===== config.mk =====
export PLATFORM = sky130hd
export DESIGN_NAME = positional_insert_list_dump
export DESIGN_NICKNAME = d
export VERILOG_FILES = /design/src/sv/pild_pkg.sv /design/src/sv/pild_cell.sv /design/src/sv/positional_insert_list_dump.sv
export SDC_FILE = /design/constraint.sdc
export NUM_CORES = 2
export LEC_CHECK = 0
export BUFFER_PORTS_ARGS = -buffer_cell sky130_fd_sc_hd__buf_2
export CORE_MARGIN = 10
export CORE_UTILIZATION = 35
export DETAILED_ROUTE_END_ITERATION = 6
export PLACE_DENSITY = 0.57
export SYNTH_ARGS = -nofsm -noshare
export SYNTH_HDL_FRONTEND = slang
export SYNTH_SLANG_ARGS = --single-unit

===== constraint.sdc =====
create_clock -name clk -period 7.79 [get_ports clk]
set_input_delay 1.558 -clock clk [delete_from_list [all_inputs] [get_ports clk]]
set_output_delay 1.558 -clock clk [all_outputs]
set_load 0.02 [all_outputs]

===== src/sv/pild_pkg.sv =====
// Package for the positional insert list: sizes, result kinds, cell commands.
// Used by pild_cell and positional_insert_list_dump; depends on nothing.
package pild_pkg;

  localparam int CAPACITY = 32;
  localparam int VAL_W    = 32;
  localparam int POS_W    = 6;
  localparam int IDX_W    = (CAPACITY > 1) ? $clog2(CAPACITY) : 1;
  localparam int CNT_W    = $clog2(CAPACITY + 1);

  typedef enum logic [1:0] {
    KIND_INVALID = 2'd0,
    KIND_FORWARD = 2'd1,
    KIND_REVERSE = 2'd2,
    KIND_FULL    = 2'd3
  } kind_t;

  typedef enum logic [1:0] {
    CELL_HOLD   = 2'd0,
    CELL_INSERT = 2'd1,
    CELL_ROT_L  = 2'd2,
    CELL_ROT_R  = 2'd3
  } cell_op_t;

  typedef struct packed {
    cell_op_t               op;
    logic [POS_W-1:0]       pos;
    logic [CNT_W-1:0]       count;
  } cell_cmd_t;

endpackage


===== src/sv/pild_cell.sv =====
// One cell of the list ring: holds one element and takes a new value or a neighbor's value.
// Depends on pild_pkg for widths and the command struct.
module pild_cell (
  input  logic                                  clk,
  input  pild_pkg::cell_cmd_t                   cmd,
  input  logic [pild_pkg::IDX_W-1:0]            my_index,
  input  logic signed [pild_pkg::VAL_W-1:0]     new_value,
  input  logic signed [pild_pkg::VAL_W-1:0]     prev_value,
  input  logic signed [pild_pkg::VAL_W-1:0]     next_value,
  output logic signed [pild_pkg::VAL_W-1:0]     value
);

  logic signed [pild_pkg::VAL_W-1:0] val_r;
  logic signed [pild_pkg::VAL_W-1:0] val_nxt;
  logic [pild_pkg::POS_W-1:0]        idx_ext;
  logic [pild_pkg::POS_W-1:0]        cnt_ext;

  assign idx_ext = pild_pkg::POS_W'(my_index);
  assign cnt_ext = pild_pkg::POS_W'(cmd.count);

  always_comb begin
    val_nxt = val_r;
    unique case (cmd.op)
      pild_pkg::CELL_INSERT: begin
        if (idx_ext == cmd.pos) begin
          val_nxt = new_value;
        end else if (idx_ext > cmd.pos && idx_ext <= cnt_ext) begin
          val_nxt = prev_value;
        end
      end
      pild_pkg::CELL_ROT_L: val_nxt = next_value;
      pild_pkg::CELL_ROT_R: val_nxt = prev_value;
      default:              val_nxt = val_r;
    endcase
  end

  always_ff @(posedge clk) begin
    val_r <= val_nxt;
  end

  assign value = val_r;

endmodule


===== src/sv/positional_insert_list_dump.sv =====
// Top level of the positional insert list: controller and the ring of cells.
// Depends on pild_pkg and pild_cell.
//
// Usage: present in_position and in_new_value with start; the transaction is
// accepted at a rising edge where start is high and busy is low. Results come
// out one per cycle on out_result_kind, out_element_value and out_last_of_run,
// each valid for exactly one cycle while out_valid is high; the receiver
// cannot stall them.
// A position above the current count, or any valid position into a full list,
// gives one result in the cycle after acceptance, and busy stays low, so the
// next transaction can be taken right away.
// A valid insert takes effect at the accepting edge. The list of n elements
// (after the insert) is then streamed front to back and back to front, one
// result per cycle, each result registered from the ST_FWD or ST_REV state;
// busy stays high until the reverse pass ends, so no new start is accepted.
// The stream comes from rotating the ring of cells one step per cycle, left
// for the forward pass and right for the reverse pass, which restores it.
// Synchronous active-low reset empties the list; cell contents are not reset.
module positional_insert_list_dump (
  input  logic                                  clk,
  input  logic                                  rst_n,
  input  logic                                  start,
  output logic                                  busy,
  input  logic [pild_pkg::POS_W-1:0]            in_position,
  input  logic signed [pild_pkg::VAL_W-1:0]     in_new_value,
  output logic                                  out_valid,
  output logic [1:0]                            out_result_kind,
  output logic signed [pild_pkg::VAL_W-1:0]     out_element_value,
  output logic                                  out_last_of_run
);

  typedef enum logic [2:0] {
    ST_IDLE = 3'b001,
    ST_FWD  = 3'b010,
    ST_REV  = 3'b100
  } state_t;

  state_t                              state_r, state_nxt;
  logic [pild_pkg::CNT_W-1:0]          count_r, count_nxt;
  logic [pild_pkg::IDX_W-1:0]          idx_r, idx_nxt;
  logic                                out_valid_r, out_valid_nxt;
  pild_pkg::kind_t                     kind_r, kind_nxt;
  logic signed [pild_pkg::VAL_W-1:0]   value_r, value_nxt;
  logic                                last_r, last_nxt;
  pild_pkg::cell_cmd_t                 cmd;
  logic                                accept;
  logic                                idx_last;
  logic signed [pild_pkg::VAL_W-1:0]   cell_val [pild_pkg::CAPACITY];

  genvar gi;
  generate
    for (gi = 0; gi < pild_pkg::CAPACITY; gi++) begin : g_cell
      pild_cell u_cell (
        .clk        (clk),
        .cmd        (cmd),
        .my_index   (pild_pkg::IDX_W'(gi)),
        .new_value  (in_new_value),
        .prev_value (cell_val[(gi + pild_pkg::CAPACITY - 1) % pild_pkg::CAPACITY]),
        .next_value (cell_val[(gi + 1) % pild_pkg::CAPACITY]),
        .value      (cell_val[gi])
      );
    end
  endgenerate

  assign busy     = (state_r != ST_IDLE);
  assign accept   = start && !busy;
  assign idx_last = ((pild_pkg::CNT_W'(idx_r) + pild_pkg::CNT_W'(1)) == count_r);

  always_comb begin
    state_nxt     = state_r;
    count_nxt     = count_r;
    idx_nxt       = idx_r;
    out_valid_nxt = 1'b0;
    kind_nxt      = kind_r;
    value_nxt     = value_r;
    last_nxt      = last_r;
    cmd.op        = pild_pkg::CELL_HOLD;
    cmd.pos       = in_position;
    cmd.count     = count_r;
    unique case (state_r)
      ST_IDLE: begin
        if (accept) begin
          if (in_position > pild_pkg::POS_W'(count_r)) begin
            out_valid_nxt = 1'b1;
            kind_nxt      = pild_pkg::KIND_INVALID;
            value_nxt     = '0;
            last_nxt      = 1'b1;
          end else if (count_r == pild_pkg::CNT_W'(pild_pkg::CAPACITY)) begin
            out_valid_nxt = 1'b1;
            kind_nxt      = pild_pkg::KIND_FULL;
            value_nxt     = '0;
            last_nxt      = 1'b1;
          end else begin
            cmd.op    = pild_pkg::CELL_INSERT;
            count_nxt = count_r + pild_pkg::CNT_W'(1);
            idx_nxt   = '0;
            state_nxt = ST_FWD;
          end
        end
      end
      ST_FWD: begin
        out_valid_nxt = 1'b1;
        kind_nxt      = pild_pkg::KIND_FORWARD;
        value_nxt     = cell_val[0];
        last_nxt      = idx_last;
        cmd.op        = pild_pkg::CELL_ROT_L;
        if (idx_last) begin
          idx_nxt   = '0;
          state_nxt = ST_REV;
        end else begin
          idx_nxt = idx_r + pild_pkg::IDX_W'(1);
        end
      end
      ST_REV: begin
        out_valid_nxt = 1'b1;
        kind_nxt      = pild_pkg::KIND_REVERSE;
        value_nxt     = cell_val[pild_pkg::CAPACITY-1];
        last_nxt      = idx_last;
        cmd.op        = pild_pkg::CELL_ROT_R;
        if (idx_last) begin
          idx_nxt   = '0;
          state_nxt = ST_IDLE;
        end else begin
          idx_nxt = idx_r + pild_pkg::IDX_W'(1);
        end
      end
      default: begin
        state_nxt = ST_IDLE;
      end
    endcase
  end

  always_ff @(posedge clk) begin
    if (!rst_n) begin
      state_r     <= ST_IDLE;
      count_r     <= '0;
      idx_r       <= '0;
      out_valid_r <= 1'b0;
    end else begin
      state_r     <= state_nxt;
      count_r     <= count_nxt;
      idx_r       <= idx_nxt;
      out_valid_r <= out_valid_nxt;
    end
  end

  always_ff @(posedge clk) begin
    kind_r  <= kind_nxt;
    value_r <= value_nxt;
    last_r  <= last_nxt;
  end

  assign out_valid         = out_valid_r;
  assign out_result_kind   = kind_r;
  assign out_element_value = value_r;
  assign out_last_of_run   = last_r;

  a_reject_single: assert property (@(posedge clk) disable iff (!rst_n)
    out_valid && (out_result_kind == pild_pkg::KIND_INVALID ||
                  out_result_kind == pild_pkg::KIND_FULL)
    |-> out_last_of_run && out_element_value == '0)
    else $error("Rejected transaction result is not a single zero result.");

  a_count_bound: assert property (@(posedge clk) disable iff (!rst_n)
    count_r <= pild_pkg::CNT_W'(pild_pkg::CAPACITY))
    else $error("Element count exceeds capacity.");

  a_fwd_to_rev: assert property (@(posedge clk) disable iff (!rst_n)
    state_r == ST_FWD && idx_last |=> state_r == ST_REV && out_last_of_run)
    else $error("Forward pass did not end in the reverse pass.");

  a_rev_to_idle: assert property (@(posedge clk) disable iff (!rst_n)
    state_r == ST_REV && idx_last |=> !busy && out_valid && out_last_of_run)
    else $error("Reverse pass did not end the transaction.");

endmodule

* After elaboration in Yosys (flattened, before gate mapping)
Index checks and enable logic that the tools add are counted. W data, S select, Z words.
Word-level totals: register bits after elaboration 1074, memory bits (writable) 0, memories 0, ROM bits 0, latch bits 0
Operators by class: equal/unequal tests 78, add/subtract/negate cells 3, bitwise logic cells 2, divide/modulo/power cells 0, reduce and logical (&&, ||, !) cells 76, shift-type cells 0, $lt $le $gt $ge 65, multiply operators 0, muxes and demuxes 127
Operator list (number):
- $pmux W32 S3 | 33
- $mux W32 | 67
- $ne A3 B1 Y1 const B | 33
- $eq A5 B6 Y1 const A | 16
- $gt A5 B6 Y1 const A | 16
- $le A5 B6 Y1 const A | 16
- $reduce_and A2 Y1 | 32
- $eq A4 B6 Y1 const A | 8
- $gt A4 B6 Y1 const A | 8
- $le A4 B6 Y1 const A | 8
- $logic_and A1 B1 Y1 | 33
- $eq A3 B6 Y1 const A | 4
- $gt A3 B6 Y1 const A | 4
- $le A3 B6 Y1 const A | 4
- $mux W5 | 4
- $mux W3 | 5
- $eq A2 B6 Y1 const A | 2
- $gt A1 B6 Y1 const A | 2
- $gt A2 B6 Y1 const A | 2
- $le A1 B6 Y1 const A | 2
- $le A2 B6 Y1 const A | 2
- $pmux W2 S3 | 2
- $ne A2 B2 Y1 const B | 5
- $pmux W5 S2 | 1
- 26 further kinds | 42

* Depth between registers and ports, before layout
word-level depth 8, mapped depth 10

* Modules after synthesis
From an unflattened synthesis, not the netlist that was laid out.
Second synthesis, totals: cell total of the unflattened synthesis 7122, area total of the unflattened synthesis 76030.4 um^2
By module, submodules not included:
- pild_cell | instances 32, area each 2298.5 um^2, cells an instance 216, seq. area each 960.9 um^2
- positional_insert_list_dump | instances 1, area each 2479.9 um^2, cells an instance 210, seq. area each 1351.3 um^2

* Worst setup path after synthesis
No wires, ideal clock.
path kind input to register, start in in_position[4] (netlist name), end reg g_cell[0].u_cell.val_r (netlist bit g_cell[0].u_cell.value[0]), enable pin, slack 1352 ps, arrival time 5928 ps, required time 7279 ps, stages 6, setup time 511 ps, path through ha_1 -> a21oi_1 -> nand2_1 -> a211oi_2 -> nor2_1 -> o41ai_1
On the way: word-level cells in the longest chain between the ends 7, elaborated cells on any way between the ends 13, those cells by class 2 x order compare; 4 x eq/ne; 3 x mux; 4 x reduce/logical
Ends and longest elaborated chain:
- start: declaration | line positional_insert_list_dump.sv:24 | input logic [pild_pkg::POS_W-1:0] in_position,
- $gt A6 B6 Y1 | line positional_insert_list_dump.sv:83 | if (in_position > pild_pkg::POS_W'(count_r)) begin
- $mux W1 | line positional_insert_list_dump.sv:83
- $mux W1 | line positional_insert_list_dump.sv:82 | if (accept) begin
- $pmux W2 S3 | line positional_insert_list_dump.sv:80 | unique case (state_r)
- $eq A2 B1 Y1 / $eq A2 B2 Y1 (equally long branches) | line pild_cell.sv:23 | unique case (cmd.op)
- $ne A3 B1 Y1 (no line) / $reduce_bool A3 Y1 (equally long branches)
- $reduce_and A2 Y1 (no line) (*)
- end signal: assignment | line pild_cell.sv:38 | val_r <= val_nxt;
- end: declaration | line pild_cell.sv:13 | logic signed [pild_pkg::VAL_W-1:0] val_r;
Mark *: on every way between the ends. The rest lies on a longest branch, timed or not. A chain may end at the register's enable or synchronous reset.

* Worst setup path after layout
start in in_position[4] (netlist name), end reg g_cell[6].u_cell.val_r (netlist bit g_cell[6].u_cell.value[18]), enable pin
On the way: word-level cells in the longest chain between the ends 7, elaborated cells on any way between the ends 13, those cells by class 2 x order compare; 5 x eq/ne; 3 x mux; 3 x reduce/logical
Ends and longest elaborated chain (line):
- $gt A6 B6 Y1 | positional_insert_list_dump.sv:83
- $mux W1 | positional_insert_list_dump.sv:83
- $mux W1 | positional_insert_list_dump.sv:82
- $pmux W2 S3 | positional_insert_list_dump.sv:80
- $eq A2 B1 Y1 / $eq A2 B2 Y1 (equally long branches) | pild_cell.sv:23
- $ne A3 B1 Y1 (no line) / $reduce_bool A3 Y1 (equally long branches)
- $reduce_and A2 Y1 (no line) (*)
- end signal: assignment | pild_cell.sv:38
- end: declaration | pild_cell.sv:13
Marked as above.

==> metrics.txt <==
# resized after CTS=0; cts hold-fix bufs=0; Clock Skew=0.0157 ns; Routed Wire Length=176 mm; Placed Instances=6621; Final Hold Vio Count=0; vias in the first global route=38399; Synth Instances=5006; worst min-delay path category=reg -> reg; crit-path max FO=32; Synth Warn #=0; Initial Util=0.353; CTS tree=done; wire length per cell=25.7 um; commonest non-fill, non-tap cell in the layout=nor2_1; filler instances=14142; Final #Nets=4888; Worst slew margin=0.143; die width=401 um; Post-synth EDFFs=1059; Clock Tree Root=clkbuf_16; share of layout cells above drive strength 1=0.0797; drt drc=0; syn_area_per_cell=10.1 um^2; unrepaired setup endpoints after global routing=no; TritonCTS Buffers=116; Finished Layout Cells=6840; drt via density=5.97; worst-margin pin slew=1.29 ns; Initial DRC Count=5649; clock sink count=1074; largest net degree at the start of global routing=252; area of the multi-input gates=17100 um^2; PwrDens=227 nW/um^2; Synth Flop Type=edfxtp_1; via count=40845; min Tclk post-route=4.39 ns; Worst Setup Start Kind=input pin; htree depth=3; final period utilization=0.564; post-route ant nets=0; DIE HEIGHT=401 um; first-pass GRT wire length=256 mm; clk slew on worst S/H paths=0.06 ns; post-CTS setup buffers=0; GP Congestion=0.886; most frequent cells in the layout=nor2_1 (2073), edfxtp_1 (1059), o22ai_1 (1022), clkbuf_16 (121), buf_4 (87); Total GRT Usage=0.205; Max Fclk=228 MHz; register area share after synthesis=0.633; Port Buffers=77; DIE AREA=161000 um^2; core area=144000 um^2; Post-Synthesis Cell Area=50700 um^2; Clk Latency, worst-skew pair=0.71 ns; Required @ worst endpoint=8.13 ns; setup TNS=0 ns; ys async rst share=0; I/O Pins=78; Pleak=0.0181 uW; worst slack at placement=2.71 ns; critical path arrival=4.73 ns; Cell variety after synth=58; Layout area overhead=10.7%; Crit Path Class=in -> reg; final worst slack=3.40 ns; final setup fails=0; global route overflow=0; Clock Tree Buf Depth=3; DR pass1 iterations=5; status=finished, final reports clean; critical path capture point type=flop; Net Count, Synth=5057; Max-Cap Viols=0; FF/Latch Area=32100 um^2; VDD IR max=204 uV; final slew viol count=0; FP Rows=139; initial antenna violation count=11; #FFs+latches synth=1074; dpl hpwl=111 mm
[registers in the layout, summed over array words and instances (netlist names)]
signal and cells:
g_cell.u_cell.value 1024, count_r 6, out_result_kind 2, state_r 3
out_element_value 32, idx_r 5, out_last_of_run 1, out_valid 1
[kinds of logic (layout without fill, tap and decap cells)]
logic type | after synthesis | in the layout | share of synthesized area
compound gates | 1205 | 1205 | 0.152
xor+xnor | 7 | 7 | 0.00121
fa+ha+maj | 10 | 10 | 0.00247
buf+inv | 470 | 394 | 0.0408
flops | 1074 | 1074 | 0.633
mux | 2 | 2 | 0.000395
other cells | 0 | 7 | 0
simple gates | 2238 | 2238 | 0.170
[synth_stat cells (3+ instances only)]
library cell	instances	area share
o21ai_0	27	0.0027
nor2b_1	8	0.00099
inv_1	15	0.0011
and3_1	5	0.00062
nand2_1	53	0.0039
xnor2_1	4	0.00069
nand2b_1	16	0.0020
nand3_1	48	0.0047
nor2_1	2074	0.15
o211ai_1	5	0.00074
nor3_1	7	0.00069
a21o_1	4	0.00059
buf_1	30	0.0022
ha_1	10	0.0025
buf_2	221	0.022
a22o_1	32	0.0055
a31oi_1	31	0.0038
a21oi_1	20	0.0020
clkbuf_1	195	0.014
xor2_1	3	0.00052
o22ai_1	1022	0.13
dfxtp_1	15	0.0059
buf_4	7	0.0010
o21a_1	4	0.00059
and2_1	6	0.00074
o31ai_1	4	0.00059
edfxtp_1	1059	0.63
a21oi_2	33	0.0057
nand4_1	8	0.00099
o41ai_1	3	0.00052
[power by group]
part	switching [uW]	internal [uW]
registers	176	6630
clock network	2320	2840
logic	595	213
[critical path, stage by stage]
cell and delay (ns):
buf_2 0.32, ha_1 0.34, a21oi_1 0.17, nand2_1 0.08
a211oi_2 0.44, o21a_4 0.52, buf_4 0.55, a41o_1 0.24
buf_4 0.44
[metrics by stage]
step                hold WS (ns)  power, uW   util  instance area (um^2)
floorplan                  0.490       7340      -                 50700
global placement           0.515       7700  0.366                 52700
detailed placement         0.529       7710  0.366                 52700
CTS                        0.538      12800  0.390                 56100
global route               0.589      13100  0.391                 56200
finish                     0.531      12800  0.391                 56200
[per-layer routing]
| layer | share of wire | GRT usage |
|---|---|---|
| met4 | 0.033 | 0.0686 |
| met3 | 0.11 | 0.0419 |
| met2 | 0.43 | 0.297 |
| met5 | 0.00027 | 0 |
| met1 | 0.43 | 0.303 |
[layout make-up]
type	instances	share of cell area
Clock inverter	58	0.00506
Antenna cell	7	0.000312
Timing Repair Buffer	167	0.0197
Sequential cell	1074	0.571
Inverter	16	0.00107
Tap cell	1903	0.0424
Clock buffer	153	0.0560
Multi-Input combinational cell	3462	0.304
[worst paths after layout]
check	start	slack, ns	cells past startpoint	endpoint
max	in_position[4]	3.40	9	g_cell[6].u_cell.value[18]
min	idx_r[1]	0.53	2	idx_r[1]
max reg2reg	count_r[5]	3.41	7	g_cell[20].u_cell.value[29]
min reg2reg	idx_r[1]	0.53	2	idx_r[1]
(Power assumes the default switching activity.)
